--- config.mk ---
export PLATFORM = sky130hd
export DESIGN_NAME = lfsr24_word_histogram_top
export DESIGN_NICKNAME = d
export VERILOG_FILES = /design/src/lwh_pkg.sv /design/src/lwh_ram.sv /design/src/lwh_front.sv /design/src/lwh_queue.sv /design/src/lwh_back.sv /design/src/lfsr24_word_histogram_top.sv
export SDC_FILE = /design/constraint.sdc
export NUM_CORES = 1
export LEC_CHECK = 0
export BUFFER_PORTS_ARGS = -buffer_cell sky130_fd_sc_hd__buf_2
export CAP_MARGIN = 20
export CORE_MARGIN = 2
export CORE_UTILIZATION = 62
export DETAILED_ROUTE_END_ITERATION = 12
export GPL_TIMING_DRIVEN = 0
export MAX_ROUTING_LAYER = met4
export PLACE_DENSITY = 0.79
export SLEW_MARGIN = 30
export SYNTH_ARGS = -nofsm -noshare
export SYNTH_HDL_FRONTEND = slang
export SYNTH_SLANG_ARGS = --single-unit
--- constraint.sdc ---
create_clock -name clk -period 6.7 [get_ports clk]
set_input_delay 0.335 -clock clk [delete_from_list [all_inputs] [get_ports clk]]
set_output_delay 0.335 -clock clk [all_outputs]
set_load 0.01 [all_outputs]
--- src/lwh_pkg.sv ---
`timescale 1ns / 1ps
// Shared constants, types and the LFSR word function of the word histogram block.
package lwh_pkg;

  localparam int WORD_W    = 24;
  localparam int COUNT_W   = 25;
  localparam int BIN_OUT_W = 4;

  localparam logic [COUNT_W-1:0] COUNT_MAX  = {COUNT_W{1'b1}};
  localparam logic [WORD_W-1:0]  SEED_RESET = WORD_W'(1);

  // Feedback taps besides bit 0
  localparam int TAP_A = 19;
  localparam int TAP_B = 20;
  localparam int TAP_C = 22;
  localparam int TAP_D = 23;

  localparam int QUEUE_DEPTH = 4;
  localparam int QUEUE_AW    = 2;
  localparam int QUEUE_CW    = 3;

  typedef struct packed {
    logic full;
    logic empty;
  } q_status_t;

  typedef struct packed {
    logic [WORD_W-1:0] state;
    logic [WORD_W-1:0] word;
  } lfsr_result_t;

  // 24 shifts of the LFSR; flattens into a fixed XOR network.
  function automatic lfsr_result_t lfsr_run(input logic [WORD_W-1:0] start);
    logic [WORD_W-1:0] r;
    logic [WORD_W-1:0] w;
    logic              fb;
    lfsr_result_t      res;
    r = start;
    w = '0;
    for (int i = 0; i < WORD_W; i++) begin
      fb = r[0] ^ r[TAP_A] ^ r[TAP_B] ^ r[TAP_C] ^ r[TAP_D];
      w  = {w[WORD_W-2:0], r[0]};
      r  = {fb, r[WORD_W-1:1]};
    end
    res.state = r;
    res.word  = w;
    return res;
  endfunction

endpackage

--- src/lwh_ram.sv ---
`timescale 1ns / 1ps
// Generic single-write, single-read RAM with registered read data.
module lwh_ram #(
  parameter int WIDTH = 8,
  parameter int DEPTH = 16
) (
  input  logic                     clk,
  input  logic                     we,
  input  logic [$clog2(DEPTH)-1:0] waddr,
  input  logic [WIDTH-1:0]         wdata,
  input  logic                     re,
  input  logic [$clog2(DEPTH)-1:0] raddr,
  output logic [WIDTH-1:0]         rdata
);

  logic [WIDTH-1:0] mem [DEPTH];

  always_ff @(posedge clk) begin
    if (we) begin
      mem[waddr] <= wdata;
    end
    if (re) begin
      rdata <= mem[raddr];
    end
  end

endmodule

--- src/lwh_front.sv ---
`timescale 1ns / 1ps
// Front end: seed register, LFSR state, word generation and bin classification.
module lwh_front #(
  parameter int BINS = 16
) (
  input  logic                        clk,
  input  logic                        rst,
  input  logic                        seed_we,
  input  logic [lwh_pkg::WORD_W-1:0]  seed_wdata,
  input  logic                        in_valid,
  output logic                        in_stall,
  input  logic                        restart,
  input  lwh_pkg::q_status_t          q_status,
  output logic                        push,
  output logic                        push_restart,
  output logic [$clog2(BINS)-1:0]     push_bin,
  output logic [lwh_pkg::WORD_W-1:0]  push_word
);
  import lwh_pkg::*;

  localparam int BW   = $clog2(BINS);
  localparam int SPAN = (1 << WORD_W) / BINS;

  logic [WORD_W-1:0] seed;
  logic [WORD_W-1:0] shift_reg;
  logic [WORD_W-1:0] start;
  lfsr_result_t      gen;
  logic [BINS-1:0]   above;
  logic [BW-1:0]     bin_idx;

  assign in_stall = q_status.full;
  assign push     = in_valid && !q_status.full;

  assign start = restart ? seed : shift_reg;
  assign gen   = lfsr_run(start);

  // Threshold compares; the last bin also takes any remainder above the top span.
  assign above[0] = 1'b1;
  for (genvar k = 1; k < BINS; k++) begin : g_thr
    assign above[k] = ({1'b0, gen.word} >= (WORD_W + 1)'(k * SPAN));
  end

  always_comb begin
    bin_idx = '0;
    for (int k = 1; k < BINS; k++) begin
      if (above[k]) begin
        bin_idx = BW'(k);
      end
    end
  end

  assign push_restart = restart;
  assign push_bin     = bin_idx;
  assign push_word    = gen.word;

  always_ff @(posedge clk) begin
    if (rst) begin
      seed      <= SEED_RESET;
      shift_reg <= SEED_RESET;
    end else begin
      if (seed_we) begin
        seed <= seed_wdata;
      end
      if (push) begin
        shift_reg <= gen.state;
      end
    end
  end

endmodule

--- src/lwh_queue.sv ---
`timescale 1ns / 1ps
// Small FIFO that decouples the front end from the histogram back end.
module lwh_queue #(
  parameter int DATA_W = 8
) (
  input  logic               clk,
  input  logic               rst,
  input  logic               push,
  input  logic [DATA_W-1:0]  push_data,
  input  logic               pop,
  output logic [DATA_W-1:0]  head,
  output lwh_pkg::q_status_t status
);
  import lwh_pkg::*;

  logic [DATA_W-1:0]   mem [QUEUE_DEPTH];
  logic [QUEUE_AW-1:0] wr_ptr;
  logic [QUEUE_AW-1:0] rd_ptr;
  logic [QUEUE_CW-1:0] count;

  assign head         = mem[rd_ptr];
  assign status.full  = (count == QUEUE_CW'(QUEUE_DEPTH));
  assign status.empty = (count == '0);

  always_ff @(posedge clk) begin
    if (push) begin
      mem[wr_ptr] <= push_data;
    end
  end

  always_ff @(posedge clk) begin
    if (rst) begin
      wr_ptr <= '0;
      rd_ptr <= '0;
      count  <= '0;
    end else begin
      if (push) begin
        wr_ptr <= wr_ptr + QUEUE_AW'(1);
      end
      if (pop) begin
        rd_ptr <= rd_ptr + QUEUE_AW'(1);
      end
      case ({push, pop})
        2'b10:   count <= count + QUEUE_CW'(1);
        2'b01:   count <= count - QUEUE_CW'(1);
        default: count <= count;
      endcase
    end
  end

endmodule

--- src/lwh_back.sv ---
`timescale 1ns / 1ps
// Back end: histogram counters in RAM with valid bits, increment and output register.
module lwh_back #(
  parameter int BINS = 16
) (
  input  logic                           clk,
  input  logic                           rst,
  input  lwh_pkg::q_status_t             q_status,
  input  logic                           head_restart,
  input  logic [$clog2(BINS)-1:0]        head_bin,
  input  logic [lwh_pkg::WORD_W-1:0]     head_word,
  output logic                           pop,
  output logic                           out_valid,
  input  logic                           out_stall,
  output logic [lwh_pkg::WORD_W-1:0]     word,
  output logic [lwh_pkg::BIN_OUT_W-1:0]  bin,
  output logic [lwh_pkg::COUNT_W-1:0]    bin_count
);
  import lwh_pkg::*;

  localparam int BW = $clog2(BINS);

  logic               s1_valid;
  logic               s1_restart;
  logic [BW-1:0]      s1_bin;
  logic [WORD_W-1:0]  s1_word;
  logic               s1_fire;
  logic [BINS-1:0]    hist_valid;
  logic [BINS-1:0]    hist_valid_next;
  logic               fwd_valid;
  logic [BW-1:0]      fwd_bin;
  logic [COUNT_W-1:0] fwd_count;
  logic [COUNT_W-1:0] rd_count;
  logic [COUNT_W-1:0] old_count;
  logic [COUNT_W-1:0] new_count;

  assign s1_fire = s1_valid && (!out_valid || !out_stall);
  assign pop     = !q_status.empty && (!s1_valid || s1_fire);

  lwh_ram #(
    .WIDTH (COUNT_W),
    .DEPTH (BINS)
  ) u_hist_ram (
    .clk   (clk),
    .we    (s1_fire),
    .waddr (s1_bin),
    .wdata (new_count),
    .re    (pop),
    .raddr (head_bin),
    .rdata (rd_count)
  );

  // The read was issued at the edge of the last write; forward that write.
  always_comb begin
    if (s1_restart) begin
      old_count = '0;
    end else if (fwd_valid && (fwd_bin == s1_bin)) begin
      old_count = fwd_count;
    end else if (hist_valid[s1_bin]) begin
      old_count = rd_count;
    end else begin
      old_count = '0;
    end
    new_count = (old_count == COUNT_MAX) ? old_count : old_count + COUNT_W'(1);
  end

  always_comb begin
    hist_valid_next = s1_restart ? '0 : hist_valid;
    hist_valid_next[s1_bin] = 1'b1;
  end

  always_ff @(posedge clk) begin
    if (rst) begin
      s1_valid   <= 1'b0;
      out_valid  <= 1'b0;
      fwd_valid  <= 1'b0;
      hist_valid <= '0;
    end else begin
      if (pop) begin
        s1_valid  <= 1'b1;
        fwd_valid <= s1_fire;
      end else if (s1_fire) begin
        s1_valid <= 1'b0;
      end
      if (s1_fire) begin
        out_valid  <= 1'b1;
        hist_valid <= hist_valid_next;
      end else if (!out_stall) begin
        out_valid <= 1'b0;
      end
    end
  end

  always_ff @(posedge clk) begin
    if (pop) begin
      s1_restart <= head_restart;
      s1_bin     <= head_bin;
      s1_word    <= head_word;
      fwd_bin    <= s1_bin;
      fwd_count  <= new_count;
    end
    if (s1_fire) begin
      word      <= s1_word;
      bin       <= BIN_OUT_W'(s1_bin);
      bin_count <= new_count;
    end
  end

endmodule

--- src/lfsr24_word_histogram_top.sv ---
`timescale 1ns / 1ps
// Top level of the 24-bit LFSR word generator with a saturating bin histogram.
//
// Each accepted input transaction produces one result transaction: the next
// 24-bit word of a right-shifting Fibonacci LFSR (taps 0, 19, 20, 22, 23; the
// first bit out is the MSB), its bin, and that bin's histogram count after a
// saturating increment. With restart high, the LFSR reloads from the seed
// register and every bin is cleared before the word is made. The seed is
// written through seed_we/seed_wdata and takes effect on the next restart;
// write it only while the block is idle. Throughput is one transaction per
// clock while no stall holds the flow: the 24 shifts form one XOR network in
// the front end. A 4-entry queue separates the front end from the back end,
// whose histogram RAM has a registered read; an accepted transaction passes
// through the queue, the back end's stage register and its output register.
// Input stall rises only when the queue is full. Histogram clearing uses one
// valid bit per bin, so reset and restart clear all bins at once with no clearing pass.
module lfsr24_word_histogram_top #(
  parameter int BINS = 16
) (
  input  logic                           clk,
  input  logic                           rst,
  input  logic                           seed_we,
  input  logic [lwh_pkg::WORD_W-1:0]     seed_wdata,
  input  logic                           in_valid,
  output logic                           in_stall,
  input  logic                           restart,
  output logic                           out_valid,
  input  logic                           out_stall,
  output logic [lwh_pkg::WORD_W-1:0]     word,
  output logic [lwh_pkg::BIN_OUT_W-1:0]  bin,
  output logic [lwh_pkg::COUNT_W-1:0]    bin_count
);
  import lwh_pkg::*;

  localparam int BW     = $clog2(BINS);
  localparam int ITEM_W = 1 + BW + WORD_W;

  q_status_t         q_status;
  logic              push;
  logic              push_restart;
  logic [BW-1:0]     push_bin;
  logic [WORD_W-1:0] push_word;
  logic              pop;
  logic [ITEM_W-1:0] head;

  // Advance the LFSR and classify the word as the transaction enters.
  lwh_front #(
    .BINS (BINS)
  ) u_front (
    .clk          (clk),
    .rst          (rst),
    .seed_we      (seed_we),
    .seed_wdata   (seed_wdata),
    .in_valid     (in_valid),
    .in_stall     (in_stall),
    .restart      (restart),
    .q_status     (q_status),
    .push         (push),
    .push_restart (push_restart),
    .push_bin     (push_bin),
    .push_word    (push_word)
  );

  // Hold classified words until the histogram side can take them.
  lwh_queue #(
    .DATA_W (ITEM_W)
  ) u_queue (
    .clk       (clk),
    .rst       (rst),
    .push      (push),
    .push_data ({push_restart, push_bin, push_word}),
    .pop       (pop),
    .head      (head),
    .status    (q_status)
  );

  // Update the bin counter and register the result.
  lwh_back #(
    .BINS (BINS)
  ) u_back (
    .clk          (clk),
    .rst          (rst),
    .q_status     (q_status),
    .head_restart (head[ITEM_W-1]),
    .head_bin     (head[WORD_W +: BW]),
    .head_word    (head[WORD_W-1:0]),
    .pop          (pop),
    .out_valid    (out_valid),
    .out_stall    (out_stall),
    .word         (word),
    .bin          (bin),
    .bin_count    (bin_count)
  );

endmodule

==> metrics.md <==
| Metric | Value |
|---|---|
| Worst slew pin tran | 1050 ps |
| Final Cell Area | 33800 sq um |
| Crit Path Class | flip-flop to flip-flop |
| Global placer's final weighted congestion | 0.926 |
| Largest regs | u_back.u_hist_ram.mem (400), u_queue.mem (116) |
| Net count after synthesis | 1534 |
| Post-detail-place hpwl | 41.8 mm |
| Slew Viols, Final | 0 |
| Gate Count Post-Synth | 1497 |
| Largest net degree at the start of global routing | 57 |
| Later-pin clock latency in the skew report | 610 ps |
| Clock tree from TritonCTS | done |
| Count of placed standard cells in the final layout, fillers left out | 2378 |
| Placed insts | 2224 |
| Count of buffers inserted at the top-level ports | 83 |
| Most common cell type on the critical path | sky130_fd_sc_hd__buf_2 |
| Area post-placement | 31200 sq um |
| Max frequency | 179 MHz |
| Final antenna diode count | 0 |
| Final Net Count | 1750 |
| Routed WL | 66.8 mm |
| Crit-path max cell delay | 820 ps |
| Mapped cell area | 29000 sq um |
| Mean cell area of the mapped netlist | 19.4 sq um |
| Detail-routed via count per cell | 6.38 |
| Initial antenna violation count | 0 |
| First-pass detailed-route iteration total | 8 |
| Final routed DRC violation total | 0 |
| Number of clock buffers inserted by TritonCTS | 73 |
| Number of nets with antenna violations after detailed routing | 0 |
| Adder and majority gate portion of the synthesized area | 0.328% |
| IO Pins | 85 |
| Final hold viol count | 0 |
| Combinational family with the most area after synthesis | multiplexers |
| Count of flip-flops with a built-in enable after synthesis | 652 |
| Crit end category | flip-flop |
| Worst VDD drop | 0.504 mV |
| Global-route congestion overflow total | 0 |
| Final worst path period share | 83.4% |
| Post-CTS setup buffers | 0 |
| Synthesized-area fraction occupied by ao, oa, aoi and oai cells | 2.38% |
| CP startpoint kind | flip-flop |
| Static leakage power | 11.8 nW |
| # setup viols final | 0 |
| Netlist cell types | 69 |
| Max-capacitance violation count | 0 |
| Xor and xnor area share after synthesis | 4.82% |
| Critical path arrival | 5850 ps |
| Setup TNS | 0 ps |
| Largest register by flop count | u_back.u_hist_ram.mem |
| Wire length of the first global-routing pass | 99.2 mm |
| Status | completed |
| Critical path required time | 6960 ps |
| Power density relative to cell area | 474 nW/um^2 |
| Clock transition at the register clock pins on the worst setup and hold paths after CTS | 60 ps |
| # H-tree levels | 3 |
| Routed WL per cell | 28.1 um |
| Clock tree root buffer cell | sky130_fd_sc_hd__clkbuf_16 |
| Slowest cell on the critical path | sky130_fd_sc_hd__xor2_2 |
| Area of the die | 48500 sq um |
| Site Rows | 79 |
| Crit Path Max Fanout | 18 |
| Period minus WS final | 5590 ps |
| Initial detailed-routing violation count | 1587 |
| Unrepaired setup endpoints after global routing | false |
| Cts repair resizes | 0 |
| Synthesized-area fraction occupied by and/or/nand/nor cells | 3.68% |
| Yosys warnings | 0 |
| Max transition margin | 30.2% |
| Clock tree skew after final layout | 17.0 ps |
| Register area share after synthesis | 72.8% |
| Flip-flop count of the largest register, all copies and words added | 400 |
| Effective utilization at floorplan | 62.6% |
| CTS max path bufs | 3 |
| Synth-to-Final Area Change | 16.6% |
| Routed vias | 15164 |
| Vias in the first global route | 15629 |
| Crit-path cells | buf_2, xnor2_1, and3_1, buf_2, clkbuf_1, nand3_1, a21oi_1, ha_1, a21boi_0, nand3_2, nor3_2, nor4b_2, xor2_2 |
| Synth Flop Type | sky130_fd_sc_hd__edfxtp_1 |
| Post-synthesis register bit count | 728 |
| Clock tree sinks | 728 |
| Die Wd | 220 um |
| DIE HEIGHT | 220 um |
| Class of the tightest hold or removal check | input pin to flip-flop |
| Mux share of post-synthesis cell area | 14.7% |
| Gr usage total | 29.4% |
| Fillcell total | 2577 |
| Share of synthesized flip-flops with an asynchronous set or reset | 0% |
| Fraction of final layout cells with drive strength greater than 1 | 28.0% |
| Floorplan Core Area | 46400 sq um |
-- area by class of cell --
class	count	area, sq um	area share [%]
Tap cell	607	759	2.25
Clock buffer	92	1970	5.83
Multi-Input combinational cell	675	7800	23.1
Inverter	17	68.8	0.204
Sequential cell	728	21100	62.4
Timing Repair Buffer	141	1320	3.91
Clock inverter	41	444	1.31
Buffer	77	344	1.02
-- worst paths after layout --
kind / start / endpoint / slack (ps) / depth (start not counted)
hold / removal: seed_wdata[4] / u_front.seed[4] / 20 / 3
setup reg to reg: u_back.s1_bin[1] / u_back.bin_count[19] / 1110 / 13
setup / recovery: u_back.s1_bin[1] / u_back.bin_count[19] / 1110 / 13
hold reg to reg: u_back.s1_word[8] / u_back.word[8] / 420 / 0
-- per-stage QoR --
stage / power (mW) / util, % / hold WS (ps) / setup slack [ps]
2_1_floorplan: 10.4 / - / 400 / 767
3_3_place_gp: 11.6 / 65.1 / 404 / -3880
3_5_place_dp: 11.9 / 67.2 / 405 / 1230
4_1_cts: 16.1 / 72.9 / 0.685 / 1180
5_1_grt: 16.6 / 72.9 / 29.0 / 856
6_report: 16.0 / 72.9 / 16.5 / 1110
-- cell families after synthesis --
| family | after synthesis |
|---|---|
| compound gates | 105 |
| mux | 220 |
| xor+xnor | 121 |
| buf+inv | 94 |
| flops | 728 |
| fa+ha+maj | 7 |
| simple gates | 222 |
-- cells in the final DEF, fill, tap and decap left out, drive strengths merged, types with 6 or more instances in the layout --
cell           n
nor3          11
nor2          96
nand4          7
mux2i         40
dfxtp         76
a21oi         45
mux4         159
a31oi          8
a211oi        13
nand3         23
nor4           6
dlygate4sd3   21
edfxtp       652
and2           8
nand2         30
inv           22
xor2          37
bufinv         9
mux2          21
nand3b         6
buf          145
ha             6
o21ai          9
xnor2         62
o211ai        11
clkbuf       144
and3          17
or3            6
clkinv        23
xnor3         21
-- layer usage --
layer  track usage [%]  up-vias  share of wire (%)
met2              48.4      736                 52
met3              4.78      134                7.2
met5                 -        -                  0
li1                  -     6399                  -
met1              38.5     7895                 39
met4              8.26        0                2.6
-- cell usage after synthesis, drive strengths merged, types with 21 or more instances --
cell      n  area share (%)
a21oi    45            0.78
buf      27            0.48
clkbuf   50            0.65
dfxtp    76             5.2
edfxtp  652              68
mux2     21            0.83
mux2i    40             1.5
mux4    159              12
nand2    30            0.39
nand3    23            0.41
nor2     96             1.2
xnor2    62             1.9
xnor3    21             1.6
xor2     37             1.2
-- critical path: cells and delay by family (launching register included) --
family / cells / cell delay [ps]
buffers and inverters: 3 / 990
DFF: 1 / 520
xor gates and xnor gates: 2 / 1080
and+or+nand+nor: 5 / 1390
AOI/OAI and AO/OA: 2 / 970
adders and majority gates: 1 / 270
-- power breakdown --
group,internal [mW],total (mW),switching [mW]
logic,2.73,5.73,3.00
clock network,2.44,4.13,1.69
registers,5.87,6.17,0.309
-- repair_timing --
item | 4_1_cts | 5_1_grt
hold endpoints to repair | 21 | 0
hold buffers | 21 | 0
endpoints found under the setup margin | 0 | 0
(Power assumes the default switching activity.)
